==> config.mk <==
export PLATFORM = sky130hd
export DESIGN_NAME = sparse_pair_scatter_accumulate_unit
export DESIGN_NICKNAME = d
export VERILOG_FILES = /design/src/rtl/core/spsa_pkg.sv /design/src/rtl/core/spsa_ram.sv /design/src/rtl/core/spsa_ctrl.sv /design/src/rtl/core/spsa_dp.sv /design/src/rtl/core/sparse_pair_scatter_accumulate_unit.sv
export SDC_FILE = /design/constraint.sdc
export NUM_CORES = 2
export LEC_CHECK = 0
export BUFFER_PORTS_ARGS = -buffer_cell sky130_fd_sc_hd__buf_4
export CORE_MARGIN = 5
export CORE_UTILIZATION = 40
export DETAILED_ROUTE_END_ITERATION = 10
export SYNTH_ARGS = -nofsm -noshare
export SYNTH_HDL_FRONTEND = slang
export SYNTH_HIERARCHICAL = 1
export SYNTH_SLANG_ARGS = --single-unit
==> constraint.sdc <==
create_clock -name clk -period 15.3 [get_ports clk]
set_clock_uncertainty 0.05 [all_clocks]
set_input_delay 1.53 -clock clk [delete_from_list [all_inputs] [get_ports clk]]
set_output_delay 1.53 -clock clk [all_outputs]
set_load 0.03 [all_outputs]
==> src/rtl/core/spsa_pkg.sv <==
// ----------------------------------------------------------------------------
// spsa_pkg
// Shared widths, request codes, controller states and the command and status
// bundles between the controller and the datapath of the scatter-add unit.
// ----------------------------------------------------------------------------
package spsa_pkg;

	localparam int DEF_TABLE_DEPTH = 64;

	localparam int FUNC_W = 2;
	localparam int ID_W   = 32;
	localparam int VAL_W  = 32;
	localparam int COL_W  = 6;

	localparam logic [FUNC_W-1:0] FUNC_APPEND = 2'd0;
	localparam logic [FUNC_W-1:0] FUNC_CLEAR  = 2'd1;
	localparam logic [FUNC_W-1:0] FUNC_PAIR   = 2'd2;

	typedef enum logic [2:0] {
		ST_IDLE,
		ST_SCAN,
		ST_ACC_WR,
		ST_ROW_END,
		ST_DRAIN_RD,
		ST_DRAIN_WR
	} state_t;

	typedef struct packed {
		logic append;
		logic clear_table;
		logic load_pair;
		logic scan_start;
		logic scan_run;
		logic acc_read_hit;
		logic acc_write;
		logic set_error;
		logic drain_start;
		logic drain_read;
		logic drain_emit;
		logic row_clear;
	} ctrl_cmd_t;

	typedef struct packed {
		logic in_append;
		logic in_clear;
		logic in_pair;
		logic in_skip;
		logic in_last;
		logic pair_last;
		logic scan_hit;
		logic scan_miss;
		logic tbl_empty;
		logic drain_last;
		logic out_free;
	} ctrl_stat_t;

endpackage

==> src/rtl/core/spsa_ram.sv <==
// ----------------------------------------------------------------------------
// spsa_ram
// Generic single-write, single-read RAM with a registered read port.
// ----------------------------------------------------------------------------
module spsa_ram #(
	parameter int WIDTH = 32,
	parameter int DEPTH = 64,
	localparam int AW = (DEPTH > 1) ? $clog2(DEPTH) : 1
) (
	input  logic             clk,
	input  logic             wr_en,
	input  logic [AW-1:0]    wr_addr,
	input  logic [WIDTH-1:0] wr_data,
	input  logic             rd_en,
	input  logic [AW-1:0]    rd_addr,
	output logic [WIDTH-1:0] rd_data
);

	logic [WIDTH-1:0] mem_q [DEPTH];

	always_ff @(posedge clk) begin
		if (wr_en) begin
			mem_q[wr_addr] <= wr_data;
		end
		if (rd_en) begin
			rd_data <= mem_q[rd_addr];
		end
	end

endmodule

==> src/rtl/core/spsa_ctrl.sv <==
// ----------------------------------------------------------------------------
// spsa_ctrl
// Controller: sequences table scan, accumulator update and row drain.
// ----------------------------------------------------------------------------
module spsa_ctrl (
	input  logic                   clk,
	input  logic                   arst_n,
	input  logic                   in_valid,
	output logic                   in_stall,
	input  spsa_pkg::ctrl_stat_t   stat,
	output spsa_pkg::ctrl_cmd_t    cmd
);

	import spsa_pkg::*;

	state_t state_q;
	state_t state_d;

	always_ff @(posedge clk or negedge arst_n) begin
		if (!arst_n) begin
			state_q <= ST_IDLE;
		end else begin
			state_q <= state_d;
		end
	end

	always_comb begin
		state_d = state_q;
		case (state_q)
			ST_IDLE: begin
				if (in_valid && stat.in_pair) begin
					if (!stat.in_skip) begin
						state_d = ST_SCAN;
					end else if (stat.in_last) begin
						state_d = ST_ROW_END;
					end
				end
			end
			ST_SCAN: begin
				if (stat.scan_hit) begin
					state_d = ST_ACC_WR;
				end else if (stat.scan_miss) begin
					state_d = stat.pair_last ? ST_ROW_END : ST_IDLE;
				end
			end
			ST_ACC_WR: begin
				state_d = stat.pair_last ? ST_ROW_END : ST_IDLE;
			end
			ST_ROW_END: begin
				state_d = stat.tbl_empty ? ST_IDLE : ST_DRAIN_RD;
			end
			ST_DRAIN_RD: begin
				state_d = ST_DRAIN_WR;
			end
			ST_DRAIN_WR: begin
				if (stat.out_free) begin
					state_d = stat.drain_last ? ST_IDLE : ST_DRAIN_RD;
				end
			end
			default: begin
				state_d = ST_IDLE;
			end
		endcase
	end

	always_comb begin
		cmd      = '0;
		in_stall = (state_q != ST_IDLE);
		case (state_q)
			ST_IDLE: begin
				cmd.append      = in_valid && stat.in_append;
				cmd.clear_table = in_valid && stat.in_clear;
				cmd.load_pair   = in_valid && stat.in_pair;
				cmd.scan_start  = in_valid && stat.in_pair && !stat.in_skip;
			end
			ST_SCAN: begin
				cmd.scan_run     = 1'b1;
				cmd.acc_read_hit = stat.scan_hit;
				cmd.set_error    = stat.scan_miss;
			end
			ST_ACC_WR: begin
				cmd.acc_write = 1'b1;
			end
			ST_ROW_END: begin
				// empty table still ends the row
				cmd.row_clear   = stat.tbl_empty;
				cmd.drain_start = !stat.tbl_empty;
			end
			ST_DRAIN_RD: begin
				cmd.drain_read = 1'b1;
			end
			ST_DRAIN_WR: begin
				cmd.drain_emit = stat.out_free;
				cmd.row_clear  = stat.out_free && stat.drain_last;
			end
			default: begin
				cmd = '0;
			end
		endcase
	end

endmodule

==> src/rtl/core/spsa_dp.sv <==
// ----------------------------------------------------------------------------
// spsa_dp
// Datapath: id table, accumulator memory with valid bits, row flags, scan
// pipeline and the output register.
// ----------------------------------------------------------------------------
module spsa_dp #(
	parameter int TABLE_DEPTH = spsa_pkg::DEF_TABLE_DEPTH
) (
	input  logic                              clk,
	input  logic                              arst_n,
	input  spsa_pkg::ctrl_cmd_t               cmd,
	output spsa_pkg::ctrl_stat_t              stat,
	input  logic [spsa_pkg::FUNC_W-1:0]       func,
	input  logic signed [spsa_pkg::ID_W-1:0]  sparse_id,
	input  logic signed [spsa_pkg::VAL_W-1:0] pair_value,
	input  logic                              row_last,
	input  logic                              out_stall,
	output logic                              out_valid,
	output logic [spsa_pkg::COL_W-1:0]        dense_column,
	output logic signed [spsa_pkg::VAL_W-1:0] column_sum,
	output logic                              unknown_id,
	output logic                              last_of_row
);

	import spsa_pkg::*;

	localparam int IDX_W = (TABLE_DEPTH > 1) ? $clog2(TABLE_DEPTH) : 1;
	localparam int CNT_W = $clog2(TABLE_DEPTH + 1);
	localparam logic [CNT_W-1:0] DEPTH_C = CNT_W'(TABLE_DEPTH);

	function automatic logic signed [VAL_W-1:0] sat_add(
		input logic signed [VAL_W-1:0] a,
		input logic signed [VAL_W-1:0] b
	);
		logic signed [VAL_W:0] s;
		s = {a[VAL_W-1], a} + {b[VAL_W-1], b};
		if (s[VAL_W] != s[VAL_W-1]) begin
			return s[VAL_W] ? {1'b1, {(VAL_W-1){1'b0}}} : {1'b0, {(VAL_W-1){1'b1}}};
		end
		return s[VAL_W-1:0];
	endfunction

	logic [CNT_W-1:0]          count_q;
	logic [CNT_W-1:0]          k_q;
	logic [ID_W-1:0]           id_q;
	logic signed [VAL_W-1:0]   val_q;
	logic                      last_q;
	logic                      stopped_q;
	logic                      error_q;
	logic                      cmp_vld_s1;
	logic [IDX_W-1:0]          cmp_idx_s1;
	logic [IDX_W-1:0]          acc_addr_q;
	logic [TABLE_DEPTH-1:0]    acc_vld_q;
	logic                      out_valid_q;

	logic                      scan_issue;
	logic [ID_W-1:0]           tbl_rdata;
	logic                      tbl_wr_en;
	logic                      acc_rd_en;
	logic [IDX_W-1:0]          acc_rd_addr;
	logic [VAL_W-1:0]          acc_rdata;
	logic signed [VAL_W-1:0]   acc_cur;
	logic signed [VAL_W-1:0]   acc_new;
	logic                      drain_last;
	logic                      out_free;

	assign scan_issue  = (k_q < count_q);
	assign tbl_wr_en   = cmd.append && (count_q < DEPTH_C);
	assign acc_rd_en   = cmd.acc_read_hit || cmd.drain_read;
	assign acc_rd_addr = cmd.acc_read_hit ? cmp_idx_s1 : k_q[IDX_W-1:0];
	// a column not written this row reads as zero
	assign acc_cur     = acc_vld_q[acc_addr_q] ? acc_rdata : '0;
	assign acc_new     = sat_add(acc_cur, val_q);
	assign drain_last  = ((k_q + CNT_W'(1)) == count_q);
	assign out_free    = !out_valid_q || !out_stall;

	spsa_ram #(
		.WIDTH (ID_W),
		.DEPTH (TABLE_DEPTH)
	) u_id_ram (
		.clk     (clk),
		.wr_en   (tbl_wr_en),
		.wr_addr (count_q[IDX_W-1:0]),
		.wr_data (sparse_id),
		.rd_en   (cmd.scan_run && scan_issue),
		.rd_addr (k_q[IDX_W-1:0]),
		.rd_data (tbl_rdata)
	);

	spsa_ram #(
		.WIDTH (VAL_W),
		.DEPTH (TABLE_DEPTH)
	) u_acc_ram (
		.clk     (clk),
		.wr_en   (cmd.acc_write),
		.wr_addr (acc_addr_q),
		.wr_data (acc_new),
		.rd_en   (acc_rd_en),
		.rd_addr (acc_rd_addr),
		.rd_data (acc_rdata)
	);

	always_comb begin
		stat            = '0;
		stat.in_append  = (func == FUNC_APPEND);
		stat.in_clear   = (func == FUNC_CLEAR);
		stat.in_pair    = (func == FUNC_PAIR);
		stat.in_skip    = sparse_id[ID_W-1] || stopped_q;
		stat.in_last    = row_last;
		stat.pair_last  = last_q;
		// first match in table order wins
		stat.scan_hit   = cmp_vld_s1 && (tbl_rdata == id_q);
		stat.scan_miss  = !cmp_vld_s1 && !scan_issue;
		stat.tbl_empty  = (count_q == '0);
		stat.drain_last = drain_last;
		stat.out_free   = out_free;
	end

	always_ff @(posedge clk or negedge arst_n) begin
		if (!arst_n) begin
			count_q     <= '0;
			k_q         <= '0;
			stopped_q   <= 1'b0;
			error_q     <= 1'b0;
			cmp_vld_s1  <= 1'b0;
			acc_vld_q   <= '0;
			out_valid_q <= 1'b0;
		end else begin
			if (cmd.clear_table) begin
				count_q <= '0;
			end else if (tbl_wr_en) begin
				count_q <= count_q + CNT_W'(1);
			end

			if (cmd.scan_start || cmd.drain_start) begin
				k_q <= '0;
			end else if ((cmd.scan_run && scan_issue) || cmd.drain_emit) begin
				k_q <= k_q + CNT_W'(1);
			end

			if (cmd.scan_start) begin
				cmp_vld_s1 <= 1'b0;
			end else if (cmd.scan_run) begin
				cmp_vld_s1 <= scan_issue;
			end

			if (cmd.clear_table || cmd.row_clear) begin
				stopped_q <= 1'b0;
				error_q   <= 1'b0;
				acc_vld_q <= '0;
			end else begin
				if (cmd.load_pair && sparse_id[ID_W-1]) begin
					stopped_q <= 1'b1;
				end
				if (cmd.set_error) begin
					error_q <= 1'b1;
				end
				if (cmd.acc_write) begin
					acc_vld_q[acc_addr_q] <= 1'b1;
				end
			end

			if (cmd.drain_emit) begin
				out_valid_q <= 1'b1;
			end else if (!out_stall) begin
				out_valid_q <= 1'b0;
			end
		end
	end

	always_ff @(posedge clk) begin
		if (cmd.load_pair) begin
			id_q   <= sparse_id;
			val_q  <= pair_value;
			last_q <= row_last;
		end
		if (cmd.scan_run) begin
			cmp_idx_s1 <= k_q[IDX_W-1:0];
		end
		if (acc_rd_en) begin
			acc_addr_q <= acc_rd_addr;
		end
		if (cmd.drain_emit) begin
			dense_column <= COL_W'(k_q[IDX_W-1:0]);
			column_sum   <= acc_cur;
			unknown_id   <= error_q;
			last_of_row  <= drain_last;
		end
	end

	assign out_valid = out_valid_q;

endmodule

==> src/rtl/core/sparse_pair_scatter_accumulate_unit.sv <==
// ----------------------------------------------------------------------------
// sparse_pair_scatter_accumulate_unit
// Sparse-to-dense row projection with saturating Q16.16 column sums.
// ----------------------------------------------------------------------------
// Requests arrive on the input channel (in_valid/in_stall) and carry func,
// sparse_id, pair_value and row_last. An append request stores sparse_id in
// the next table slot, whose position is its dense column; a clear request
// empties the table and abandons the row in progress. A pair request scans
// the id table one entry per cycle through the table RAM read port, up to
// the first entry holding its id or to the end when the id is missing,
// followed by an accumulator read-modify-write on a hit. A pair with a
// negative id, or any pair after one in the same row, is skipped without a
// scan. On the row's last pair, every column 0 .. table_count-1 is sent on
// the output channel (out_valid/out_stall), each read through the
// accumulator RAM read port; a column waits in the output register while
// out_stall is high, and the last column may wait there while the next
// request is already taken.
// Reset empties the table, zeroes every accumulator through per-column valid
// bits and clears the row flags; no clearing pass is needed.
// ----------------------------------------------------------------------------
module sparse_pair_scatter_accumulate_unit #(
	parameter int TABLE_DEPTH = spsa_pkg::DEF_TABLE_DEPTH
) (
	input  logic                              clk,
	input  logic                              arst_n,
	input  logic                              in_valid,
	output logic                              in_stall,
	input  logic [spsa_pkg::FUNC_W-1:0]       func,
	input  logic signed [spsa_pkg::ID_W-1:0]  sparse_id,
	input  logic signed [spsa_pkg::VAL_W-1:0] pair_value,
	input  logic                              row_last,
	output logic                              out_valid,
	input  logic                              out_stall,
	output logic [spsa_pkg::COL_W-1:0]        dense_column,
	output logic signed [spsa_pkg::VAL_W-1:0] column_sum,
	output logic                              unknown_id,
	output logic                              last_of_row
);

	import spsa_pkg::*;

	ctrl_cmd_t  cmd;
	ctrl_stat_t stat;

	spsa_ctrl u_ctrl (
		.clk      (clk),
		.arst_n   (arst_n),
		.in_valid (in_valid),
		.in_stall (in_stall),
		.stat     (stat),
		.cmd      (cmd)
	);

	spsa_dp #(
		.TABLE_DEPTH (TABLE_DEPTH)
	) u_dp (
		.clk          (clk),
		.arst_n       (arst_n),
		.cmd          (cmd),
		.stat         (stat),
		.func         (func),
		.sparse_id    (sparse_id),
		.pair_value   (pair_value),
		.row_last     (row_last),
		.out_stall    (out_stall),
		.out_valid    (out_valid),
		.dense_column (dense_column),
		.column_sum   (column_sum),
		.unknown_id   (unknown_id),
		.last_of_row  (last_of_row)
	);

endmodule

==> metrics.md <==
| Metric | Value |
|---|---|
| Status | `complete, no violations` |
| Cts hold-fix bufs | `0` |
| Max Cap Violations | `0` |
| Distinct cells, synth | `approximately 70` |
| Congestion Overflow GR | `0` |
| Layout area overhead | `13.4%` |
| Clock slew at reported path FFs | `0.06 ns` |
| Final critical-path share of the clock period | `53.3%` |
| WS Path Type | `reg2reg` |
| Resized cells post-CTS | `0` |
| Longest Clk Path Bufs | `4` |
| Endpoints failing setup | `0` |
| Number of synthesized flops with an enable pin | `4277` |
| CTS tree | `built` |
| Yosys top cell area share | `76.3%` |
| Critical path fanouts, max | `99` |
| H-tree depth | `5` |
| Core area | `420000 µm²` |
| First-pass DRT Iterations | `6` |
| Fmax achieved | `~120 MHz` |
| Slew Limit Fails | `0` |
| Multi-input logic area | `37000 µm²` |
| PortBufs | `~110` |
| Biggest area consumer among synthesized cells | `edfxtp_1` |
| Filler instances | `34300` |
| Mapped Cells | `7638` |
| Die width | `659 µm` |
| Placed standard-cell area | `177000 µm²` |
| Simple-Gate Fraction of Synth Area | `between 2 and 2.5%` |
| Wire per inst | `roughly 32 µm` |
| CTS Root Cell | `clkbuf_16` |
| Postcts setup bufs | `0` |
| Pwr dens | `190 nW/µm²` |
| Setup TNS | `0 ns` |
| Dpl hpwl | `roughly 240000 µm` |
| Fin. Hold Viols | `0` |
| Tot GR Track Use | `19.8%` |
| Post-synth ARST share | `1.95%` |
| # IOs | `roughly 110` |
| Netlist Area Pre-Place | `168000 µm²` |
| Endpoint of the worst hold path | `u_dp/unknown_id` |
| Critical Path End Type | `register` |
| Hold Path Stages | `0` |
| R2R Path Start | `u_dp/id_q[14]` |
| Nature of the critical path startpoint | `register` |
| Seq/Total Area, Yosys | `77.6%` |
| Seq. cell area | `about 130000 µm²` |
| Via density | `5.92` |
| Worst Path Arrival | `~8.8 ns` |
| Slew HR | `9.93%` |
| Clock Sinks | `around 4400` |
| Syn nets | `7752` |
| Vias | `a little over 80000` |
| R2R Setup Slk | `7.14 ns` |
| Main flop type after synthesis | `edfxtp_1` |
| Worst EP required | `15.92 ns` |
| Vias in the first global route | `between 80000 and 90000` |
| Layout cells sized above 1 | `27.0%` |
| Synth top area cells | `edfxtp_1, mux4_2, dfrtp_1` |
| First-pass GRT wire length | `621000 µm` |
| Clk_lat worst skew | `around 0.97 ns` |
| Adder-cell share of the synthesized area | `0.324%` |
| Hold_ws | `0.415 ns` |
| Compound-Gate Fraction of Synth Area | `2.47%` |
| LEAKAGE | `58.9 nW` |
| Min Tclk post-route | `~8.2 ns` |
| Initial antenna violation count | `30` |
| Starting density of the core | `between 40% and 50%` |
| Crit Reg-Reg Endpoint | `u_dp/u_acc_ram/rd_data[27]` |
| Largest family of logic cells by synthesized area | `multiplexers` |
| CTS Buf Count | `415` |
| Post-synthesis mux area share | `15.9%` |
| RSZ-0062 raised after global routing | `false` |
| Starting DRC count in detailed routing | `9909` |
| Row cnt | `between 200 and 250` |
| Max VDD drop | `approximately 0.00037 V` |
| Hold Path Class | `reg2reg` |
| Die Y | `659 µm` |
| Worst r2r path cells | `16` |
| Fin nets | `8123` |
| Antenna viol nets, final | `0` |
| YS warnings | `6` |
| Synthesized flop and latch total | `4362` |
| Finished Cell Area | `191000 µm²` |
| Post-Synth XOR/XNOR Area | `0.385%` |
| Pin count of the biggest net entering global routing | `~110` |
| Min-Delay Startpoint | `u_dp/error_q` |
| Worst-margin pin slew | `1.35 ns` |
| Placer Congestion | `0.830` |
| WL final | `438000 µm` |
| Syn Area/Cell | `22.0 µm²` |
| DRC Markers | `0` |
| Die Footprint | `434000 µm²` |
-- layer usage --
metal	wire length [µm]	vias up	share of wire (%)	track usage (%)
met4	13100	16	3.0	5.46
met1	178000	44900	41	28.1
met5	100	-	0.023	0
met2	210000	3748	48	31.7
li1	-	32900	-	-
met3	37000	685	8.4	3.56
-- stage by stage --
step / power (mW) / worst slack, ns / instances / utilization (%)
3_3_place_gp: 26.2 / 6.94 / 13100 / 42.3
2_1_floorplan: 22.6 / 7.65 / 7638 / -
5_1_grt: 37.6 / 6.39 / 13900 / 45.5
4_1_cts: 36.5 / 6.83 / 13900 / 45.5
3_5_place_dp: 26.4 / 6.87 / 13100 / 42.3
6_report: 36.2 / 7.14 / 13900 / 45.5
-- layout by cell type, fill, tap and decap left out, types with 25 or more instances in the layout --
cell       count
nor2b_1       73
clkbuf_16    418
clkinv_2      83
buf_4        356
mux4_2      1093
a22oi_1       28
bufinv_16     44
mux2i_1      197
xnor2_1       51
nor2_1       269
inv_1         27
nor2_4       124
dfrtp_1       80
edfxtp_1    4277
clkinv_1      83
o21ai_0       32
ha_1          42
nand2_1       93
nand2b_1      25
a21oi_1      243
o22ai_1      171
o221ai_1      54
clkbuf_1      91
-- registers in the layout, summed over array words and instances (netlist names), 7 cells and up --
name,count
u_dp/id_q,32
u_dp/val_q,32
u_dp/count_q,7
u_dp/u_acc_ram/rd_data,32
u_dp/acc_vld_q,64
u_dp/u_acc_ram/mem_q,2048
u_dp/k_q,7
u_dp/u_id_ram/mem_q,2048
u_dp/u_id_ram/rd_data,32
u_dp/column_sum,32
-- cell type report --
class | instances | share of cell area [%]
Antenna cell | 11 | 0.0144
Inverter | 28 | 0.0551
Clock buffer | 511 | 5.68
Sequential cell | 4362 | 68.4
Multi-Input combinational cell | 2837 | 19.4
Tap cell | 5520 | 3.62
Timing Repair Buffer | 365 | 1.50
Clock inverter | 251 | 1.32
-- report_power, final --
part           internal (mW)  total [mW]  switching (mW)
sequential              15.4        15.7           0.303
combinational           3.74        10.4            6.65
clock                   5.78        10.1            4.37
total                   24.9        36.2            11.3
-- worst max-delay path, cell delays in order, from the launching register on --
cell and delay, ns:
edfxtp_1 0.40, xnor2_1 0.21, nand4_1 0.14, nor4_1 0.65, nand4_1 0.22, nor4_2 0.93
and2_1 0.58, nand2_1 0.19, o21ai_4 0.11, buf_12 0.48, buf_4 0.81, buf_4 0.66
buf_4 0.88, mux4_2 0.61, mux4_2 0.47, o22ai_1 0.20, nor2_1 0.09
-- synth_stat cells, drive strengths merged (4+ instances only) --
cell / instances
a211oi: 8
a21boi: 5
a21o: 8
a21oi: 259
a221oi: 4
a22oi: 28
a311oi: 17
a31oi: 12
a41o: 8
and2: 10
and3: 19
buf: 245
clkbuf: 166
dfrtp: 85
edfxtp: 4277
ha: 42
inv: 28
mux2: 9
mux2i: 199
mux4: 1093
nand2: 96
nand2b: 27
nand3: 23
nand3b: 11
nand4: 20
nor2: 393
nor2b: 73
nor3: 31
nor4: 7
o211ai: 8
o21a: 9
o21ai: 53
o221ai: 54
o22ai: 171
o32ai: 8
or2: 10
or3: 14
or3b: 11
xnor2: 51
xor2: 23
-- worst max-delay path by stage --
stage / startpoint / end / slack, ns / depth (start not counted)
5_1_grt: u_dp/id_q[14] / u_dp/u_acc_ram/rd_data[27] / 6.39 / 16
2_1_floorplan: u_dp/acc_addr_q[2] / u_dp/u_acc_ram/mem_q[0][28] / 7.65 / 19
3_5_place_dp: u_dp/id_q[13] / u_dp/u_acc_ram/rd_data[27] / 6.87 / 16
4_1_cts: u_dp/id_q[14] / u_dp/u_acc_ram/rd_data[27] / 6.83 / 16
6_report: u_dp/id_q[14] / u_dp/u_acc_ram/rd_data[27] / 7.14 / 16
3_3_place_gp: u_dp/id_q[13] / u_dp/u_acc_ram/rd_data[27] / 6.94 / 16
-- logic make-up after synthesis --
| family | count (synthesis) |
|---|---|
| DFF | 4362 |
| muxes | 1301 |
| xor gates and xnor gates | 74 |
| buffers and inverters | 439 |
| and+or+nand+nor | 753 |
| AOI/OAI and AO/OA | 666 |
| adders and majority gates | 43 |
(Power assumes the default switching activity.)
